--- src/cfsg_pkg.sv ---
// Shared types and constants for the filled-disc column span generator.
package cfsg_pkg;

  // Largest disc radius the datapath is sized for
  localparam int MAX_RADIUS_DEF = 32;

  // Field widths fixed by the stream format
  localparam int CX_W    = 12;
  localparam int CY_W    = 12;
  localparam int RAD_W   = 6;
  localparam int COLOR_W = 24;
  localparam int COL_W   = 14;
  localparam int ROW_W   = 13;
  localparam int SCR_W   = 13;

  // Packed stream widths, rounded up to whole bytes
  localparam int IN_DATA_W  = 56;
  localparam int OUT_DATA_W = 64;
  localparam int CFG_IDX_W  = 8;

  // Configuration register indexes
  localparam logic [CFG_IDX_W-1:0] CFG_SCREEN_WIDTH  = 8'd0;
  localparam logic [CFG_IDX_W-1:0] CFG_SCREEN_HEIGHT = 8'd1;

  // Reset values of the screen size registers
  localparam logic [SCR_W-1:0] SCREEN_WIDTH_RST  = 13'd640;
  localparam logic [SCR_W-1:0] SCREEN_HEIGHT_RST = 13'd480;

  // Sequencer states
  typedef enum logic [2:0] {
    ST_IDLE,
    ST_LOAD,
    ST_ROOT,
    ST_FIN,
    ST_EMIT
  } state_t;

endpackage

--- src/circle_fill_span_generator_core.sv ---
// Filled-disc column span generator: one span beat per column of a disc.
//
//  channel | direction | payload                                   | handshake
//  in_     | slave     | center_x, center_y, radius, fill_color    | in_tvalid/in_tready
//  out_    | master    | column_x, span_top, span_bottom, color    | out_tvalid/out_tready
//          |           | tuser = span_valid, tlast = last_span     |
//  cfg_    | slave     | cfg_index, cfg_data (screen size regs)    | cfg_valid/cfg_ready
//
// Each column runs through the sequencer states in order: form r*r - d*d,
// six passes through the shared square-root step, finish the span and
// hold the result beat until the sink takes it.
// A disc of radius r (saturated to MAX_RADIUS) gives 2*r column beats.
// rst_n is synchronous and active low; screen size resets to 640 x 480.
// A stalled out_ beat holds the sequencer; in_tready is low until the last
// span of a disc has been taken. A zero radius is taken and gives no beat.
module circle_fill_span_generator_core #(
  parameter int MAX_RADIUS = cfsg_pkg::MAX_RADIUS_DEF
) (
  input  logic                                  clk,
  input  logic                                  rst_n,
  // in_tdata: center_x[11:0], center_y[23:12], radius[29:24], fill_color[53:30]
  input  logic                                  in_tvalid,
  output logic                                  in_tready,
  input  logic [cfsg_pkg::IN_DATA_W-1:0]        in_tdata,
  // out_tdata: column_x[13:0], span_top[26:14], span_bottom[39:27],
  //            span_color[63:40]
  output logic                                  out_tvalid,
  input  logic                                  out_tready,
  output logic [cfsg_pkg::OUT_DATA_W-1:0]       out_tdata,
  // out_tuser: span_valid[0]
  output logic                                  out_tuser,
  output logic                                  out_tlast,
  input  logic                                  cfg_valid,
  output logic                                  cfg_ready,
  input  logic [cfsg_pkg::CFG_IDX_W-1:0]        cfg_index,
  input  logic [cfsg_pkg::SCR_W-1:0]            cfg_data
);

  // Widths derived from the largest radius
  localparam int RW    = $clog2(MAX_RADIUS + 1);
  localparam int OW    = $clog2(2 * MAX_RADIUS);
  localparam int DW    = OW + 1;
  localparam int SW    = $clog2(MAX_RADIUS * MAX_RADIUS + 1);
  localparam int NSTEP = (SW + 1) / 2;
  localparam int SCW   = $clog2(NSTEP + 1);
  localparam int AW    = 2 * NSTEP + 1;

  localparam int COL_W = cfsg_pkg::COL_W;
  localparam int ROW_W = cfsg_pkg::ROW_W;

  cfsg_pkg::state_t state_r, state_nxt;

  logic [cfsg_pkg::SCR_W-1:0]   scr_width_r;
  logic [cfsg_pkg::SCR_W-1:0]   scr_height_r;

  logic [cfsg_pkg::CX_W-1:0]    cx_r;
  logic [cfsg_pkg::CY_W-1:0]    cy_r;
  logic [RW-1:0]                rad_r;
  logic [SW-1:0]                rsq_r;
  logic [cfsg_pkg::COLOR_W-1:0] color_r;
  logic [OW-1:0]                offset_r;
  logic signed [DW-1:0]         d_r;
  logic                         last_r;

  logic [SW-1:0]                rem_r;
  logic [AW-1:0]                res_r;
  logic [SCW-1:0]               step_r;

  logic [COL_W-1:0]             col_x_r;
  logic [ROW_W-1:0]             top_r;
  logic [ROW_W-1:0]             bottom_r;
  logic                         span_ok_r;
  logic                         out_last_r;

  // Input field split
  logic [cfsg_pkg::CX_W-1:0]    in_cx;
  logic [cfsg_pkg::CY_W-1:0]    in_cy;
  logic [cfsg_pkg::RAD_W-1:0]   in_rad;
  logic [cfsg_pkg::COLOR_W-1:0] in_color;
  logic [RW-1:0]                in_rad_sat;
  logic                         in_beat;
  logic                         out_beat;

  assign in_cx    = in_tdata[11:0];
  assign in_cy    = in_tdata[23:12];
  assign in_rad   = in_tdata[29:24];
  assign in_color = in_tdata[53:30];
  assign in_rad_sat = (in_rad > cfsg_pkg::RAD_W'(MAX_RADIUS)) ? RW'(MAX_RADIUS)
                                                               : RW'(in_rad);
  assign in_beat  = in_tvalid && in_tready;
  assign out_beat = out_tvalid && out_tready;

  // Column offset d = offset - r and its magnitude
  logic signed [DW-1:0] d_cur;
  logic [RW-1:0]        d_abs;
  logic [SW-1:0]        d_sq;

  assign d_cur = $signed({1'b0, offset_r}) - $signed(DW'({1'b0, rad_r}));
  assign d_abs = d_cur[DW-1] ? RW'(-d_cur) : RW'(d_cur);
  assign d_sq  = SW'(d_abs * d_abs);

  // Shared square-root step: one result bit per pass
  logic [AW-1:0] root_bit;
  logic [AW-1:0] root_trial;
  logic          root_take;
  logic [SW-1:0] rem_step;
  logic [AW-1:0] res_step;

  assign root_bit   = AW'(1) << (2 * step_r);
  assign root_trial = res_r + root_bit;
  assign root_take  = AW'(rem_r) >= root_trial;
  assign rem_step   = root_take ? SW'(AW'(rem_r) - root_trial) : rem_r;
  assign res_step   = root_take ? ((res_r >> 1) + root_bit) : (res_r >> 1);

  // Span finish: ceil root, rows, column and clipping
  logic [ROW_W-1:0]        fl_root;
  logic [ROW_W-1:0]        cl_root;
  logic [ROW_W-1:0]        top_c;
  logic [ROW_W-1:0]        bottom_c;
  logic [COL_W-1:0]        col_x_c;
  logic                    clip_c;

  assign fl_root  = ROW_W'(res_r);
  assign cl_root  = fl_root + ROW_W'(rem_r != '0);
  assign top_c    = ROW_W'({1'b0, cy_r}) - cl_root;
  assign bottom_c = ROW_W'({1'b0, cy_r}) + fl_root;
  assign col_x_c  = COL_W'({2'b00, cx_r}) + {{(COL_W - DW){d_r[DW-1]}}, d_r};
  assign clip_c   = (bottom_c > scr_height_r) || top_c[ROW_W-1] ||
                    col_x_c[COL_W-1] ||
                    (!col_x_c[COL_W-1] && (col_x_c[ROW_W-1:0] >= scr_width_r));

  // Next state
  always_comb begin
    state_nxt = state_r;
    unique case (state_r)
      cfsg_pkg::ST_IDLE: begin
        if (in_beat && (in_rad != '0)) state_nxt = cfsg_pkg::ST_LOAD;
      end
      cfsg_pkg::ST_LOAD: state_nxt = cfsg_pkg::ST_ROOT;
      cfsg_pkg::ST_ROOT: begin
        if (step_r == '0) state_nxt = cfsg_pkg::ST_FIN;
      end
      cfsg_pkg::ST_FIN:  state_nxt = cfsg_pkg::ST_EMIT;
      cfsg_pkg::ST_EMIT: begin
        if (out_beat) state_nxt = out_last_r ? cfsg_pkg::ST_IDLE : cfsg_pkg::ST_LOAD;
      end
      default: state_nxt = cfsg_pkg::ST_IDLE;
    endcase
  end

  // Handshake outputs
  always_comb begin
    in_tready  = 1'b0;
    out_tvalid = 1'b0;
    unique case (state_r)
      cfsg_pkg::ST_IDLE: in_tready  = 1'b1;
      cfsg_pkg::ST_EMIT: out_tvalid = 1'b1;
      default: ;
    endcase
  end

  assign cfg_ready = 1'b1;
  assign out_tdata = {color_r, bottom_r, top_r, col_x_r};
  assign out_tuser = span_ok_r;
  assign out_tlast = out_last_r;

  // State and configuration registers
  always_ff @(posedge clk) begin
    if (!rst_n) begin
      state_r      <= cfsg_pkg::ST_IDLE;
      scr_width_r  <= cfsg_pkg::SCREEN_WIDTH_RST;
      scr_height_r <= cfsg_pkg::SCREEN_HEIGHT_RST;
    end else begin
      state_r <= state_nxt;
      if (cfg_valid && cfg_ready) begin
        unique case (cfg_index)
          cfsg_pkg::CFG_SCREEN_WIDTH:  scr_width_r  <= cfg_data;
          cfsg_pkg::CFG_SCREEN_HEIGHT: scr_height_r <= cfg_data;
          default: ;
        endcase
      end
    end
  end

  // Latch the disc, walk the columns, run the root and hold the span
  always_ff @(posedge clk) begin
    if (in_beat) begin
      cx_r     <= in_cx;
      cy_r     <= in_cy;
      rad_r    <= in_rad_sat;
      rsq_r    <= SW'(in_rad_sat * in_rad_sat);
      color_r  <= in_color;
      offset_r <= '0;
    end
    if (state_r == cfsg_pkg::ST_LOAD) begin
      d_r    <= d_cur;
      rem_r  <= rsq_r - d_sq;
      res_r  <= '0;
      step_r <= SCW'(NSTEP - 1);
      last_r <= (d_cur == $signed(DW'({1'b0, rad_r})) - DW'(1));
    end
    if (state_r == cfsg_pkg::ST_ROOT) begin
      rem_r  <= rem_step;
      res_r  <= res_step;
      step_r <= step_r - SCW'(1);
    end
    if (state_r == cfsg_pkg::ST_FIN) begin
      col_x_r    <= col_x_c;
      top_r      <= top_c;
      bottom_r   <= bottom_c;
      span_ok_r  <= !clip_c;
      out_last_r <= last_r;
    end
    if (out_beat) begin
      offset_r <= offset_r + OW'(1);
    end
  end

  // Checks on sequencer and span results
  a_busy_no_input: assert property (@(posedge clk) disable iff (!rst_n)
    out_tvalid |-> !in_tready)
    else $error("input taken while a span is pending");

  a_last_goes_idle: assert property (@(posedge clk) disable iff (!rst_n)
    (out_tvalid && out_tready && out_tlast) |=> (state_r == cfsg_pkg::ST_IDLE))
    else $error("sequencer did not go idle after the last span");

  a_zero_radius: assert property (@(posedge clk) disable iff (!rst_n)
    (in_tvalid && in_tready && (in_tdata[29:24] == '0)) |=> in_tready)
    else $error("zero radius disc started a column walk");

  a_load_starts_root: assert property (@(posedge clk) disable iff (!rst_n)
    (state_r == cfsg_pkg::ST_LOAD) |=>
      ((state_r == cfsg_pkg::ST_ROOT) && (step_r == SCW'(NSTEP - 1))))
    else $error("root iteration not started from the top step");

  a_drawable_on_screen: assert property (@(posedge clk) disable iff (!rst_n)
    (out_tvalid && out_tuser) |-> (!out_tdata[13] && !out_tdata[26]))
    else $error("drawable span with negative column or top row");

endmodule
--- config.mk ---
export PLATFORM = sky130hd
export DESIGN_NAME = circle_fill_span_generator_core
export DESIGN_NICKNAME = d
export VERILOG_FILES = /design/src/cfsg_pkg.sv /design/src/circle_fill_span_generator_core.sv
export SDC_FILE = /design/constraint.sdc
export NUM_CORES = 1
export LEC_CHECK = 0
export ABC_AREA = 1
export BUFFER_PORTS_ARGS = -buffer_cell sky130_fd_sc_hd__buf_2
export CAP_MARGIN = 5
export CELL_PAD_IN_SITES_DETAIL_PLACEMENT = 1
export CELL_PAD_IN_SITES_GLOBAL_PLACEMENT = 1
export CORE_UTILIZATION = 27
export DETAILED_ROUTE_END_ITERATION = 6
export PLACE_DENSITY_LB_ADDON = 0.2
export SLEW_MARGIN = 15
export SYNTH_ARGS = -nofsm -noshare
export SYNTH_HDL_FRONTEND = slang
export SYNTH_SLANG_ARGS = --single-unit
--- constraint.sdc ---
create_clock -name clk -period 8.6 [get_ports clk]
set_clock_uncertainty 0.1 [all_clocks]
set_input_delay 2.15 -clock clk [delete_from_list [all_inputs] [get_ports clk]]
set_output_delay 2.15 -clock clk [all_outputs]
set_load 0.05 [all_outputs]
# Yosys cells after proc, flatten, opt, wreduce, memory -nomap -nowiden
# Cells that the tools add are included.
[totals]
out_inout_bits = 69
in_bits = 82
register_bits = 177
[classes]
n_lt_le_gt_ge = 4
n_mux = 19
addsub = 13
reduce_logical = 20
n_mul = 2
eq_ne = 10
shift = 1
[op_table]
columns = ["op", "count"]
rows = [
  ["2-to-1 mux 13 bit", 3],
  ["2-to-1 mux 11 bit", 3],
  ["adder 12 x 13 -> 13 bit", 2],
  ["2-to-1 mux 6 bit", 4],
  ["multiplier 6 x 6 -> 11 bit", 2],
  ["subtractor 11 bit", 2],
  ["2-to-1 mux 3 bit", 5],
  ["case mux 3 bit (5 select lines)", 1],
  ["adder 13 x 7 -> 14 bit", 1],
  ["adder 13 x 1 -> 13 bit", 1],
  ["adder 13 bit", 1],
  ["greater-or-equal comparator 11 x 13 -> 1 bit", 1],
  ["greater-or-equal comparator 13 bit", 1],
  ["greater-than comparator 13 bit", 1],
  ["left shift 1 x 4 -> 13 bit (first input constant)", 1],
  ["subtractor 12 x 13 -> 13 bit", 1],
  ["nonzero test 11 bit", 1],
  ["== test 8 x 1 -> 1 bit (second input constant)", 1],
  ["zero test 8 bit", 1],
  ["!= test 2 bit (second input constant)", 4],
  ["== test 7 bit", 1],
  ["subtractor 6 x 1 -> 7 bit (second input constant)", 1],
  ["subtractor 6 x 6 -> 7 bit", 1],
  ["adder 6 x 1 -> 6 bit (second input constant)", 1],
  ["other kinds (15)", 28],
]

# Depth between registers and ports, before layout
# Gate-level depths: netlist of run 1.
[depth]
depth_word = 7
ltp_mapped = 32
depth_no_buf = 32

# Worst setup path before layout of run 1
# No wires, ideal clock.
[synth_timing]
kind = "flip-flop to flip-flop"
from = "register rad_r[0]"
to = "register rem_r[10], data pin"
path_buffers = 0
path_stages_with_launch = 25
path_slack_ps = 2931
arrival_time_ps = 5314
setup_time_ps = 256
cell_sequence = "edfxtp_1 -> ha_1 -> fa_1 -> inv_1 -> nor3_1 -> or2_2 -> xor2_1 -> nand2_1 -> fa_1 -> fa_1 -> fa_1 -> inv_1 -> fa_1 -> inv_1 -> ha_1 -> nand2_1 -> inv_1 -> nand2_1 -> o21ai_0 -> a21oi_1 -> o21ai_2 -> nand2_1 -> nand3_1 -> nand3_1 -> nand2_1"
[synth_between]
elab_chain_cells = 7
[synth_rtl]
columns = ["item", "line", "text"]
rows = [
  ["start, declared", "circle_fill_span_generator_core.sv:58", "logic [RW-1:0] rad_r;"],
  ["start signal, assigned", "circle_fill_span_generator_core.sv:190", "rad_r <= in_rad_sat;"],
  ["subtractor 6 x 6 -> 7 bit *", "circle_fill_span_generator_core.sv:98", "assign d_cur = $signed({1'b0, offset_r}) - $signed(DW'({1'b0, rad_r}));"],
  ["named net d_cur[1]", "circle_fill_span_generator_core.sv:94", "logic signed [DW-1:0] d_cur;"],
  ["negator 6 bit", "circle_fill_span_generator_core.sv:99", "assign d_abs = d_cur[DW-1] ? RW'(-d_cur) : RW'(d_cur);"],
  ["2-to-1 mux 6 bit *", "circle_fill_span_generator_core.sv:99", ""],
  ["multiplier 6 x 6 -> 11 bit *", "circle_fill_span_generator_core.sv:100", "assign d_sq = SW'(d_abs * d_abs);"],
  ["subtractor 11 bit *", "circle_fill_span_generator_core.sv:197", "rem_r <= rsq_r - d_sq;"],
  ["2-to-1 mux 11 bit *", "circle_fill_span_generator_core.sv:195", "if (state_r == cfsg_pkg::ST_LOAD) begin"],
  ["2-to-1 mux 11 bit *", "circle_fill_span_generator_core.sv:202", "if (state_r == cfsg_pkg::ST_ROOT) begin"],
  ["end signal, assigned", "circle_fill_span_generator_core.sv:197", ""],
  ["end signal, assigned", "circle_fill_span_generator_core.sv:203", "rem_r <= rem_step;"],
  ["end, declared", "circle_fill_span_generator_core.sv:65", "logic [SW-1:0] rem_r;"],
]
# The timed path passes the listed nets; every way through them passes the cells marked *. The select of a mux whose other input is x is not followed.
# A chain may end at the register's enable or synchronous reset.

# Worst setup path after layout of run 1
[layout_timing]
from = "register offset_r[0]"
to = "register rem_r[10], data pin"
[layout_between]
elab_chain_cells = 7
[layout_rtl]
columns = ["item", "line", "text"]
rows = [
  ["start, declared", "circle_fill_span_generator_core.sv:61", "logic [OW-1:0] offset_r;"],
  ["start signal, assigned", "circle_fill_span_generator_core.sv:215", "offset_r <= offset_r + OW'(1);"],
  ["subtractor 6 x 6 -> 7 bit *", "circle_fill_span_generator_core.sv:98", ""],
  ["named net d_cur[1]", "circle_fill_span_generator_core.sv:94", ""],
  ["negator 6 bit", "circle_fill_span_generator_core.sv:99", ""],
  ["2-to-1 mux 6 bit *", "circle_fill_span_generator_core.sv:99", ""],
  ["multiplier 6 x 6 -> 11 bit *", "circle_fill_span_generator_core.sv:100", ""],
  ["subtractor 11 bit *", "circle_fill_span_generator_core.sv:197", ""],
  ["2-to-1 mux 11 bit *", "circle_fill_span_generator_core.sv:195", ""],
  ["2-to-1 mux 11 bit *", "circle_fill_span_generator_core.sv:202", ""],
]
# Marks and branches as above.

==> flow_metrics.env, run 1 <==
export IMPL_drive_above_1_share_pct=14.9
export IMPL_final_fill_count=5136
export IMPL_yosysWarningCount=0
export IMPL_rsz0062_at_grt="no"
export IMPL_num_vias=9057
export IMPL_grt_max_degree=42
export IMPL_track_usage_pct=14.0
export IMPL_status="finished clean"
export IMPL_synth_compound_area_share_pct=10.9
export IMPL_num_rows=76
export IMPL_synth_top_area_cell="edfxtp_1"
export IMPL_worst_pin_slew_ps=920
export IMPL_critical_path_class="reg2reg"
export IMPL_routed_wl_um=30000
export IMPL_netlist_instances=1294
export IMPL_async_reset_ff_share_pct=0
export IMPL_synth_mux_area_share_pct=0
export IMPL_postCtsSetupBuffers=0
export IMPL_fp_dieW_um=212
export IMPL_utilization_pct=32.3
export IMPL_ctsHtreeMaxLevel=4
export IMPL_period_needed_ps=6400
export IMPL_grt_overflow_total=0
export IMPL_io_buffers=147
export IMPL_ys_types=59
export IMPL_hold_path_class="reg2reg"
export IMPL_worstHoldStart="last_r"
export IMPL_relSlewSlack_pct=38.1
export IMPL_antennaDiodeCount=0
export IMPL_drtIter0Drc=309
export IMPL_cts_root_buffer="clkbuf_16"
export IMPL_dieArea_mm2=0.0451
export IMPL_seq_area_frac_synth_pct=41.5
export IMPL_cts_buffers=17
export IMPL_die_y_um=212
export IMPL_netlist_area_leader_share_pct=36.7
export IMPL_critPathLaunchType="flip-flop"
export IMPL_clock_latency_ps=480
export IMPL_cts_sinks=175
export IMPL_path_max_fanout=5
export IMPL_r2r_start="offset_r[0]"
export IMPL_syn_to_final_growth_pct=17.2
export IMPL_cp_arrival_ps=6520
export IMPL_worstSetupEndpointType="flip-flop"
export IMPL_hold_viol=0
export IMPL_hpwl_um=24500
export IMPL_wire_per_inst_um=14.6
export IMPL_synth_top_family_by_area="adder cells"
export IMPL_synth_edf_count=146
export IMPL_period_share_pct=74.4
export IMPL_synth_fa_ha_area_share_pct=19.4
export IMPL_finalSetupTns_ps=0
export IMPL_gp_congestion=0.787
export IMPL_clock_fmax_ghz=0.156
export IMPL_initial_utilization_pct=27.6
export IMPL_yosys_area_share_simple_pct=13.3
export IMPL_ctsResizeCount=0
export IMPL_synth_avg_cell_area_um2=9.24
export IMPL_required_ps=8730
export IMPL_cts_buffer_depth=2
export IMPL_nets=1703
export IMPL_drc=0
export IMPL_core_area_mm2=0.0434
export IMPL_worstSetupStartpoint="offset_r[0]"
export IMPL_slew_viol_final=0
export IMPL_tritoncts="built"
export IMPL_drv_cap=0
export IMPL_grt_pass1_vias=9428
export IMPL_clk_pin_slew_worst_paths_ps=70
export IMPL_ctsHoldBuffers=0
export IMPL_ys_seq_elements=175
export IMPL_netlist_area_mm2=0.0120
export IMPL_routed_via_density=4.42
export IMPL_antenna_found_initial=0
export IMPL_dr_pass1_iters=4
export IMPL_grt_pass1_wl_um=48500
export IMPL_synth_area_leaders="edfxtp_1 (37%), ha_1 (15%), inv_1 (7.5%)"
export IMPL_ant_nets=0
export IMPL_setup_viol_count_final=0
export IMPL_synthFlopType="edfxtp_1"
export IMPL_synthXorXnorAreaFrac_pct=6.51
export IMPL_ioPinCount=151
-- cell usage after synthesis (3+ instances only) --
cell and n:
inv_1 240, nand2_1 186, edfxtp_1 146, ha_1 142
a21oi_1 109, nor2_1 92, o21ai_0 63, xor2_1 59
nand3_1 47, dfxtp_1 29, fa_1 27, nor3_1 22
xnor2_1 18, clkbuf_1 13, o211ai_1 10, nand2_2 7
o21bai_1 7, inv_2 6, nand4_1 5, o21ai_1 4
a211oi_1 3, a21o_1 3, a31oi_1 3, nor4_1 3
o2111ai_1 3, or2_2 3
-- placed cells by master, fill, tap and decap left out, types with 47 or more instances in the layout --
cell type | synthesis | layout
a21oi_1 | 109 | 109
buf_2 | 1 | 147
edfxtp_1 | 146 | 146
ha_1 | 142 | 142
inv_1 | 240 | 239
nand2_1 | 186 | 186
nand3_1 | 47 | 47
nor2_1 | 92 | 91
o21ai_0 | 63 | 63
xor2_1 | 59 | 59
-- path summary, 6_finish.rpt --
| path | endpoint | slack [ps] | cells past startpoint |
|---|---|---|---|
| worst min-delay path | out_tlast | 320 | 0 |
| worst max-delay path | rem_r[10] | 2200 | 25 |
| worst min register to register | out_tlast | 320 | 0 |
| worst max register to register | rem_r[10] | 2200 | 25 |
-- cells by family (layout without fill, tap and decap cells) --
family	count (synthesis)	in the layout
AOI/OAI and AO/OA	227	227
xor gates and xnor gates	82	82
adders and majority gates	169	169
buffers and inverters	263	430
DFF	175	175
other	2	6
and+or+nand+nor	376	376
-- through the flow --
step / cells / hold slack [ps] / worst slack, ps / instance area (um^2)
final: 2050 / 322 / 2200 / 14000
after global routing: 2050 / 330 / 1710 / 14000
after CTS: 2050 / 325 / 2110 / 14000
after detailed placement: 2018 / 309 / 2120 / 13400
after global placement: 2018 / 317 / 2170 / 13400
after floorplan: 1298 / 300 / 2930 / 12000
-- registers in the layout, summed over array words and instances (netlist names), 6 cells and up --
name,flops
color_r,24
col_x_r,14
bottom_r,13
fl_root,13
scr_height_r,13
scr_width_r,13
top_r,13
cx_r,12
cy_r,12
rem_r,11
rsq_r,9
d_r,7
offset_r,6
rad_r,6
-- routing by layer --
layer / track usage [%] / part of all wire (%) / up-vias
met4: 4.74 / 1.4 / 0
li1: - / - / 4594
met3: 3.15 / 3.3 / 22
met5: 0 / 0 / -
met2: 24.1 / 48 / 110
met1: 17.2 / 47 / 4331
-- worst max-delay path, cell delays in order (launching register included) --
cell      delay (ps)
edfxtp_1         460
inv_1             70
ha_1             210
fa_1             630
inv_1            100
nor3_1           260
or2_2            180
xor2_1           470
nand2_1          230
fa_1             530
fa_1             520
fa_1             540
inv_1             50
fa_1             490
inv_1             40
ha_1             340
nand2_1           90
inv_1             50
nand2_1           80
o21ai_0           90
a21oi_1          160
o21ai_2          110
nand2_1          100
nand3_1           80
nand3_1           90
nand2_1           70
-- area by class of cell --
type,count,area [um^2],share of cell area [%]
clock inverters,9,91.3,0.652
well taps,585,732,5.23
multi-input cells,860,6020,43.0
inverters,247,927,6.62
clock buffers,23,500,3.57
repair buffers,151,766,5.47
flip-flops and latches,175,4960,35.4
Power of run 1 is left out: the tool's default activity adds up to more than one toggle a clock period on the data nets, which glitch-free logic cannot reach.
==> run 2, diff against run 1 <==
==> constraint.sdc (replaced) <==
create_clock -name clk -period 6.28 [get_ports clk]
set_clock_uncertainty 0.1 [all_clocks]
set_input_delay 1.57 -clock clk [delete_from_list [all_inputs] [get_ports clk]]
set_output_delay 1.57 -clock clk [all_outputs]
set_load 0.05 [all_outputs]
==> run 2 against run 1 <==
Effect of this change: first-iteration DRC count rose by 16%; count of clock-buffer cells in the layout is 4 lower; critical path depth unchanged; largest cell class unchanged.
==> flow_metrics.env, run 2 (same netlist as run 1, synthesis figures left out) <==
export IMPL_drc=0
export IMPL_utilization_pct=32.3
export IMPL_reg2reg_depth=25
export IMPL_critPathLaunchType="flip-flop"
export IMPL_hold_viol=0
export IMPL_nets=1709
export IMPL_hpwl_um=24700
export IMPL_ioPinCount=151
export IMPL_ctsHtreeMaxLevel=4
export IMPL_cts_buffer_depth=2
export IMPL_r2r_start="rad_r[0]"
export IMPL_largest_register_ff_count=24
export IMPL_clock_fmax_ghz=0.170
export IMPL_worstSetupEndpointType="flip-flop"
export IMPL_routed_wl_um=30100
export IMPL_cts_sinks=175
export IMPL_grt_max_degree=43
export IMPL_cts_root_buffer="clkbuf_16"
export IMPL_period_needed_ps=5890
export IMPL_placed_cells=2023
export IMPL_track_usage_pct=14.2
export IMPL_finalSetupTns_ps=0
export IMPL_cts_buffers=17
export IMPL_path_max_fanout=7
export IMPL_fp_dieW_um=212
export IMPL_worstHoldStart="last_r"
export IMPL_syn_to_final_growth_pct=17.3
export IMPL_worst_pin_slew_ps=899
export IMPL_final_cells=2056
export IMPL_antenna_found_initial=1
export IMPL_period_share_pct=93.8
export IMPL_dieArea_mm2=0.0451
export IMPL_min_delay_path_depth=0
export IMPL_antennaDiodeCount=0
export IMPL_num_vias=9040
export IMPL_cp_arrival_ps=6020
export IMPL_relSlewSlack_pct=39.4
export IMPL_num_rows=76
export IMPL_tritoncts="built"
export IMPL_worstSetupStartpoint="rad_r[0]"
export IMPL_drive_above_1_share_pct=15.9
export IMPL_rsz0062_at_grt="no"
export IMPL_clock_latency_ps=480
export IMPL_hold_path_class="reg2reg"
export IMPL_grt_overflow_total=0
export IMPL_grt_pass1_wl_um=49200
export IMPL_ant_nets=0
export IMPL_dr_pass1_iters=4
export IMPL_slew_viol_final=0
export IMPL_gp_congestion=0.782
export IMPL_io_buffers=147
export IMPL_status="finished clean"
export IMPL_required_ps=6410
export IMPL_routed_via_density=4.40
export IMPL_die_y_um=212
export IMPL_setup_viol_count_final=0
export IMPL_final_fill_count=5156
export IMPL_critical_path_class="reg2reg"
export IMPL_largest_registers="color_r x24, col_x_r x14"
export IMPL_core_area_mm2=0.0434
export IMPL_r2r_slack_ps=390
export IMPL_wire_per_inst_um=14.7
export IMPL_top_register="color_r"
export IMPL_clk_pin_slew_worst_paths_ps=80
export IMPL_grt_pass1_vias=9691
export IMPL_drtIter0Drc=359
export IMPL_final_cell_mix="inv_1 (238), nand2_1 (186), buf_2 (147)"
export IMPL_initial_utilization_pct=27.6
export IMPL_timing_hold_ws_ps=325
export IMPL_drv_cap=0
export IMPL_layout_commonest_cell="inv_1"
run 2: per-layer routing:
metal | part of all wire, % | wire length (um) | global-route usage, %
met1 | 47 | 14100 | 17.4
met2 | 48 | 14500 | 24.5
met5 | 0.046 | 14 | 0
met3 | 3.7 | 1110 | 3.44
met4 | 1.6 | 479 | 4.39
run 2: stage by stage:
step                instance area, um^2  setup WS, ps
floorplan                         12000           611
global placement                  13400           218
detailed placement                13400           142
CTS                               14000          99.0
global route                      14000          19.7
finish                            14000           391
run 2: timing repair:
action / 4_1_cts / 5_1_grt
hold buffers: 0 / 0
endpoints found under the hold margin: 0 / 0
endpoints found under the setup margin: 0 / 4
gates resized for setup: 0 / 9
setup buffers: 0 / 1
run 2: worst max-delay path, stage by stage, from the launching register on:
cell	delay [ps]
edfxtp_1	400
ha_2	230
fa_2	610
ha_1	190
nand2_1	120
o21ai_4	190
xor2_4	130
or2_4	280
fa_1	570
fa_1	460
fa_1	550
inv_1	50
fa_1	500
inv_1	60
ha_4	290
nand2_1	50
inv_1	70
nand2_1	70
o21ai_0	170
a21oi_1	70
o21ai_2	110
nand2_1	110
nand2_1	70
nand2_1	50
nand3_1	80
nand2_1	60
run 2: worst paths after layout:
check,to
max,rem_r[8]
min,out_tlast
max reg2reg,rem_r[8]
min reg2reg,out_tlast
run 2: final cells by class:
cell class                      instances  area [um^2]  share of cell area (%)
Multi-Input combinational cell        860         6070                    43.3
Timing Repair Buffer                  157          811                    5.78
Clock inverter                         13         86.3                   0.616
Clock buffer                           19          437                    3.11
Inverter                              247          927                    6.61
Tap cell                              585          732                    5.22
Sequential cell                       175         4960                    35.4
Power of run 2 is left out for the same reason.
